===== src/design/tasc_pkg.sv =====
// shared constants, codes and payload types of the trend aware segment cache
package tasc_pkg;

  // sizes
  localparam int NUM_PEERS  = 4;
  localparam int NUM_VIDEOS = 64;
  localparam int CAPACITY   = 64;

  // field widths
  localparam int OP_W     = 2;
  localparam int PEER_W   = $clog2(NUM_PEERS);
  localparam int VIDEO_W  = $clog2(NUM_VIDEOS);
  localparam int SEG_W    = 10;
  localparam int TICK_W   = 32;
  localparam int STATUS_W = 2;
  localparam int AVG_W    = 24;
  localparam int ORDER_W  = 16;
  localparam int W_W      = 16;
  localparam int CS_W     = 7;
  localparam int CFG_AW   = 2;
  localparam int CFG_DW   = 16;

  // derived sizes
  localparam int IDX_W    = $clog2(CAPACITY);
  localparam int FILL_W   = $clog2(CAPACITY + 1);
  localparam int SLOT_AW  = PEER_W + IDX_W;
  localparam int PAIR_AW  = PEER_W + VIDEO_W;
  localparam int SLOT_CNT = NUM_PEERS * CAPACITY;
  localparam int PAIR_CNT = NUM_PEERS * NUM_VIDEOS;
  localparam int MUL_W    = W_W + 1 + AVG_W;

  localparam logic [AVG_W-1:0] AVG_MAX = {AVG_W{1'b1}};
  localparam logic [W_W:0]     W_ONE   = {1'b1, {W_W{1'b0}}};

  // operation codes
  localparam logic [OP_W-1:0] OP_ACCESS = 2'd0;
  localparam logic [OP_W-1:0] OP_ADD    = 2'd1;
  localparam logic [OP_W-1:0] OP_CHECK  = 2'd2;

  // result status codes
  localparam logic [STATUS_W-1:0] ST_MISS    = 2'd0;
  localparam logic [STATUS_W-1:0] ST_HIT     = 2'd1;
  localparam logic [STATUS_W-1:0] ST_ADDED   = 2'd2;
  localparam logic [STATUS_W-1:0] ST_EVICTED = 2'd3;

  // configuration register indexes
  localparam logic [CFG_AW-1:0] CFG_CACHE_SIZE   = 2'd0;
  localparam logic [CFG_AW-1:0] CFG_LONG_SMOOTH  = 2'd1;
  localparam logic [CFG_AW-1:0] CFG_SHORT_SMOOTH = 2'd2;
  localparam logic [CFG_AW-1:0] CFG_TREND_LIMIT  = 2'd3;

  typedef struct packed {
    logic [OP_W-1:0]    op;
    logic [PEER_W-1:0]  peer_id;
    logic [VIDEO_W-1:0] video_id;
    logic [SEG_W-1:0]   segment_id;
    logic [TICK_W-1:0]  now_ticks;
  } in_item_t;

  typedef struct packed {
    logic [STATUS_W-1:0] status;
    logic [VIDEO_W-1:0]  evicted_video;
    logic [SEG_W-1:0]    evicted_segment;
    logic [FILL_W-1:0]   occupancy;
  } out_item_t;

  // one cache slot
  typedef struct packed {
    logic [VIDEO_W-1:0] video;
    logic [SEG_W-1:0]   segment;
    logic [ORDER_W-1:0] order;
  } slot_t;

  // popularity record of one peer and video
  typedef struct packed {
    logic [AVG_W-1:0]  long_avg;
    logic [AVG_W-1:0]  short_avg;
    logic [TICK_W-1:0] last_access;
    logic [FILL_W-1:0] segs;
  } pair_t;

  typedef struct packed {
    logic               we;
    logic [SLOT_AW-1:0] addr;
    logic               valid;
    slot_t              data;
  } slot_wr_t;

  typedef struct packed {
    logic               we;
    logic [PAIR_AW-1:0] addr;
    pair_t              data;
  } pair_wr_t;

  typedef struct packed {
    logic              start;
    logic [AVG_W-1:0]  long_avg;
    logic [AVG_W-1:0]  short_avg;
    logic [TICK_W-1:0] last_access;
  } pop_req_t;

  typedef struct packed {
    logic             done;
    logic [AVG_W-1:0] long_avg;
    logic [AVG_W-1:0] short_avg;
    logic             above;
  } pop_res_t;

endpackage


===== src/design/tasc_pop_unit.sv =====
// frequency reciprocal, long and short average blend and trend compare
module tasc_pop_unit (
  input  logic                        clk_i,
  input  logic                        rst_ni,
  input  logic [tasc_pkg::TICK_W-1:0] now_i,
  input  logic [tasc_pkg::W_W-1:0]    long_smooth_i,
  input  logic [tasc_pkg::W_W-1:0]    short_smooth_i,
  input  logic [tasc_pkg::W_W-1:0]    trend_limit_i,
  input  tasc_pkg::pop_req_t          req_i,
  output tasc_pkg::pop_res_t          res_o
);
  import tasc_pkg::*;

  localparam logic [1:0] PU_IDLE = 2'd0;
  localparam logic [1:0] PU_DIV  = 2'd1;
  localparam logic [1:0] PU_MUL  = 2'd2;

  logic [1:0]        state_q;
  logic [4:0]        cnt_q;
  logic [TICK_W-1:0] d_q;
  logic [TICK_W-1:0] rem_q;
  logic [AVG_W:0]    quo_q;
  logic [AVG_W-1:0]  f_q;
  logic [AVG_W-1:0]  long_q;
  logic [AVG_W-1:0]  short_q;
  logic [MUL_W-1:0]  prod_q;
  logic [MUL_W-1:0]  acc_q;
  logic [AVG_W-1:0]  lt_q;
  logic [AVG_W-1:0]  st_q;
  logic              above_q;
  logic              done_q;

  logic [TICK_W-1:0] dt;
  logic [TICK_W:0]   rem2;
  logic [TICK_W:0]   diff;
  logic              ge;
  logic [AVG_W:0]    quo_n;
  logic [W_W:0]      mul_a;
  logic [AVG_W-1:0]  mul_b;
  logic [MUL_W-1:0]  sum;

  // restoring divide step of 2^24 by dt, one quotient bit a cycle
  always_comb begin
    dt    = now_i - req_i.last_access;
    rem2  = {rem_q, (cnt_q == 5'(AVG_W))};
    ge    = rem2 >= {1'b0, d_q};
    diff  = rem2 - {1'b0, d_q};
    quo_n = {quo_q[AVG_W-1:0], ge};
    sum   = acc_q + prod_q;
  end

  // operand select for the shared multiplier
  always_comb begin
    mul_a = '0;
    mul_b = '0;
    unique case (cnt_q)
      5'd0: begin
        mul_a = {1'b0, long_smooth_i};
        mul_b = long_q;
      end
      5'd1: begin
        mul_a = W_ONE - {1'b0, long_smooth_i};
        mul_b = f_q;
      end
      5'd2: begin
        mul_a = {1'b0, short_smooth_i};
        mul_b = short_q;
      end
      5'd3: begin
        mul_a = W_ONE - {1'b0, short_smooth_i};
        mul_b = f_q;
      end
      5'd5: begin
        mul_a = {1'b0, trend_limit_i};
        mul_b = st_q;
      end
      default: begin
        mul_a = '0;
        mul_b = '0;
      end
    endcase
  end

  // sequencer: divide (skipped when dt is at most one), then five products through one multiplier
  always_ff @(posedge clk_i or negedge rst_ni) begin
    if (!rst_ni) begin
      state_q <= PU_IDLE;
      cnt_q   <= '0;
      done_q  <= 1'b0;
      d_q     <= '0;
      rem_q   <= '0;
      quo_q   <= '0;
      f_q     <= '0;
      long_q  <= '0;
      short_q <= '0;
      prod_q  <= '0;
      acc_q   <= '0;
      lt_q    <= '0;
      st_q    <= '0;
      above_q <= 1'b0;
    end else begin
      done_q <= 1'b0;
      unique case (state_q)
        PU_IDLE: begin
          if (req_i.start) begin
            long_q  <= req_i.long_avg;
            short_q <= req_i.short_avg;
            if (dt <= TICK_W'(1)) begin
              f_q     <= AVG_MAX;
              cnt_q   <= '0;
              state_q <= PU_MUL;
            end else begin
              d_q     <= dt;
              rem_q   <= '0;
              quo_q   <= '0;
              cnt_q   <= 5'(AVG_W);
              state_q <= PU_DIV;
            end
          end
        end
        PU_DIV: begin
          rem_q <= ge ? diff[TICK_W-1:0] : rem2[TICK_W-1:0];
          quo_q <= quo_n;
          if (cnt_q == '0) begin
            f_q     <= quo_n[AVG_W-1:0];
            state_q <= PU_MUL;
          end else begin
            cnt_q <= cnt_q - 5'd1;
          end
        end
        PU_MUL: begin
          prod_q <= MUL_W'(mul_a) * MUL_W'(mul_b);
          cnt_q  <= cnt_q + 5'd1;
          unique case (cnt_q)
            5'd1: acc_q <= prod_q;
            5'd2: lt_q  <= sum[AVG_W+W_W-1:W_W];
            5'd3: acc_q <= prod_q;
            5'd4: st_q  <= sum[AVG_W+W_W-1:W_W];
            5'd6: begin
              above_q <= {{(MUL_W-AVG_W-8){1'b0}}, lt_q, 8'b0} > prod_q;
              done_q  <= 1'b1;
              state_q <= PU_IDLE;
            end
            default: begin
            end
          endcase
        end
        default: state_q <= PU_IDLE;
      endcase
    end
  end

  assign res_o.done      = done_q;
  assign res_o.long_avg  = lt_q;
  assign res_o.short_avg = st_q;
  assign res_o.above     = above_q;

endmodule


===== config.mk =====
export PLATFORM = sky130hd
export DESIGN_NAME = tasc_pop_unit
export DESIGN_NICKNAME = d
export VERILOG_FILES = /design/src/design/tasc_pkg.sv /design/src/design/tasc_pop_unit.sv
export SDC_FILE = /design/constraint.sdc
export NUM_CORES = 2
export LEC_CHECK = 0
export CORE_MARGIN = 1.5
export CORE_UTILIZATION = 55
export DETAILED_ROUTE_END_ITERATION = 7
export DONT_BUFFER_PORTS = 1
export GPL_ROUTABILITY_DRIVEN = 0
export GPL_TIMING_DRIVEN = 0
export PLACE_DENSITY = 0.8
export RECOVER_POWER = 50
export SLEW_MARGIN = 20
export SYNTH_ARGS = -nofsm -noshare
export SYNTH_HDL_FRONTEND = slang
export SYNTH_SLANG_ARGS = --single-unit

===== constraint.sdc =====
create_clock -name clk_i -period 10.7 [get_ports clk_i]
set_input_delay 1.07 -clock clk_i [delete_from_list [all_inputs] [get_ports clk_i]]
set_output_delay 1.07 -clock clk_i [all_outputs]
set_load 0.1 [all_outputs]

==> run metrics <==
status=complete, but fails checks; failing checks=design-rule violations; vias in the first global route=27300; commonest non-fill, non-tap cell in the layout=nand2_1; share of layout cells above drive strength 1=0.0763; root buf cell=clkbuf_16; Synth cell types=90; Area Overhead vs Synth=7.59%; Syn Inst Count=3730; pwr dens=210 nW/um^2; Clock Path Buffers=3; endpoints failing hold=0; dpl hpwl=81000 um; Synth Area in Adders=0.300; first-pass GRT wire length=155000 um; WS Path Type=flip-flop to flip-flop; clock skew=0.0802 ns; leakage=0.0171 uW; full die area=60600 um^2; CP arrival=10.93 ns; worst setup margin=0.251 ns; Final Max Slew Viols=0; Synth Area in XOR/XNOR=0.0296; die extent in y=246 um; critical path fanouts, max=10; vias per cell=6.21; R2R Setup Slk=0.25 ns; syn_area_per_cell=8.72 um^2; min Tclk post-route=10.45 ns; Nets=4520; # clock sinks=297; Placed Instances=4504; Post-synth EDFFs=0; Detailed Routing Iterations Pass 1=8; Starting Density=0.560; Layout Cells excl Fill=4573; Routed Antenna Nets=0; initial DRC count=3081; # Max-Cap Violations=0; ys flop type=dfrtp_1; multiplexer share of the synthesized area=0.0474; post-DR wirelength/cell=22.1 um; GRT Overall Usage=0.334; Slew headroom=0.156; delay of the slowest critical-path stage=0.80 ns; Final period util=0.977; Tightest Pin Transition=1.27 ns; most frequent cells in the layout=649 x nand2_1, 544 x inv_1, 331 x fa_1; Core ar.=58000 um^2; Worst-Skew Late Latency=0.61 ns; Synth Area in Simple Gates=0.150; Peak Freq=95.7 MHz; Syn. warnings=0; Mapped Area=32500 um^2; IO Count=213; hold buffers post-CTS=0; Post-route DRC=2; Yosys reg bits=297; Most common cell on crit path=fa_1; main combinational cell family by area after synthesis=adder cells; # setup viols final=0; CTS tree=yes; GRT Residual Overflow=0; htree depth=2; Worst setup EP type=flip-flop; antenna violations before repair=8; number of fill cells=4870; Max rail drop VDD=0.208 mV; Critical Path Start Type=flip-flop; routed via count=28400; largest net degree at the start of global routing=298; Clock Pin Slew Worst Setup and Hold Paths=0.06 ns; register area share after synthesis=0.229; pre-CTS WS=-0.325 ns; syn_nets=4473; drt total wl=101000 um; total power=7350 uW; port bufs=0; Required @ worst endpoint=11.18 ns; setup TNS=0 ns; Hold Path Class=input pin to async pin; die width=246 um; FFs w/ async S/R, synth=1.00; total CTS buffers=36; Compound-Gate Fraction of Synth Area=0.157; row cnt=88; crit path max-delay cell type=o21ai_1
worst max-delay path, delay by kind of cell (launching register included):
family / cells / cell delay (ns)
simple gates: 6 / 1.97
flops: 1 / 0.48
compound gates: 9 / 2.87
fa+ha+maj: 8 / 3.56
xor+xnor: 1 / 0.15
mux: 1 / 0.29
buf+inv: 5 / 0.99
path summary, 6_finish.rpt:
check | startpoint | to | depth (start not counted)
max | cnt_q[0] | prod_q[39] | 30
min | rst_ni | long_q[4] | 0
min reg2reg | acc_q[16] | acc_q[16] | 2
min in group clk_i | acc_q[16] | acc_q[16] | 2
max reg2reg | cnt_q[0] | prod_q[39] | 30
max in group asynchronous | rst_ni | st_q[1] | 0
metal layers:
| metal | track usage | vias to the layer above | part of all wire |
|---|---|---|---|
| met5 | 0 | - | 0.00016 |
| met4 | 0.161 | 2 | 0.057 |
| met3 | 0.105 | 347 | 0.13 |
| met2 | 0.486 | 1704 | 0.42 |
| met1 | 0.449 | 13900 | 0.39 |
| li1 | - | 12500 | - |
state kept, by name, summed over array words and instances (netlist names), 24 cells and up:
name	flops
st_q	24
d_q	32
lt_q	24
prod_q	41
short_q	24
acc_q	40
rem_q	32
f_q	24
long_q	24
cells by family after synthesis:
group | Yosys count
AO/OA/AOI/OAI | 773
XOR/XNOR | 110
adder cells (fa/ha/maj) | 580
buffers and inverters | 726
flip-flops | 297
multiplexers | 140
AND/OR/NAND/NOR | 1104
synthesized netlist by cell type, types with 6 or more instances:
master / instances / area share
nand2_1: 649 / 0.075
inv_1: 544 / 0.063
fa_1: 331 / 0.20
dfrtp_1: 297 / 0.23
ha_1: 249 / 0.096
o21ai_0: 215 / 0.033
a21oi_1: 164 / 0.025
nor2_1: 157 / 0.018
clkbuf_1: 141 / 0.016
mux2_2: 113 / 0.039
a21o_1: 67 / 0.015
xnor2_1: 64 / 0.017
and2_1: 49 / 0.0094
nand3_1: 48 / 0.0074
xor2_1: 46 / 0.012
nor3_1: 41 / 0.0063
a222oi_1: 39 / 0.012
o21ai_1: 39 / 0.0060
or3_1: 37 / 0.0071
o31ai_1: 30 / 0.0069
o21a_1: 29 / 0.0067
mux2i_1: 27 / 0.0083
a31oi_1: 22 / 0.0042
nand4_1: 21 / 0.0040
o221a_1: 20 / 0.0069
nor2b_1: 18 / 0.0035
buf_2: 17 / 0.0026
and3_1: 15 / 0.0029
nand2b_1: 15 / 0.0029
o211ai_1: 14 / 0.0032
a211oi_1: 13 / 0.0030
o21bai_1: 13 / 0.0030
buf_6: 12 / 0.0042
nor4_1: 12 / 0.0023
a21boi_0: 9 / 0.0021
a22o_1: 7 / 0.0019
a31o_2: 7 / 0.0019
and4_1: 6 / 0.0016
o22ai_1: 6 / 0.0012
or2_2: 6 / 0.0012
cell type report:
class                           instances  area (um^2)  share of cell area
Multi-Input combinational cell       2707        22300               0.637
Sequential cell                       297         7450               0.213
Inverter                              546         2050              0.0586
Clock buffer                           44          981              0.0280
Tap cell                              765          957              0.0274
Buffer                                177          802              0.0229
Clock inverter                         19          354              0.0101
Timing Repair Buffer                   12         80.1             0.00229
Antenna cell                            6         15.0            0.000429
report_power, final:
group | internal, uW | switching [uW]
logic | 1360 | 2700
clock network | 832 | 539
registers | 1430 | 481
total | 3620 | 3720
repair_timing:
| action | 4_1_cts | 5_1_grt |
|---|---|---|
| endpoints found under the setup margin | 4 | 13 |
| resized for setup | 9 | 25 |
| setup buffers | 0 | 3 |
| hold endpoints to repair | 0 | 0 |
metrics by stage:
stage               hold slack (ns)  area [um^2]   util
floorplan                     0.449        32500      -
finish                        0.179        35000  0.603
global route                  0.155        35000  0.603
CTS                           0.166        34900  0.601
global placement              0.465        33500  0.577
detailed placement            0.475        33500  0.578
(Power assumes the default switching activity.)
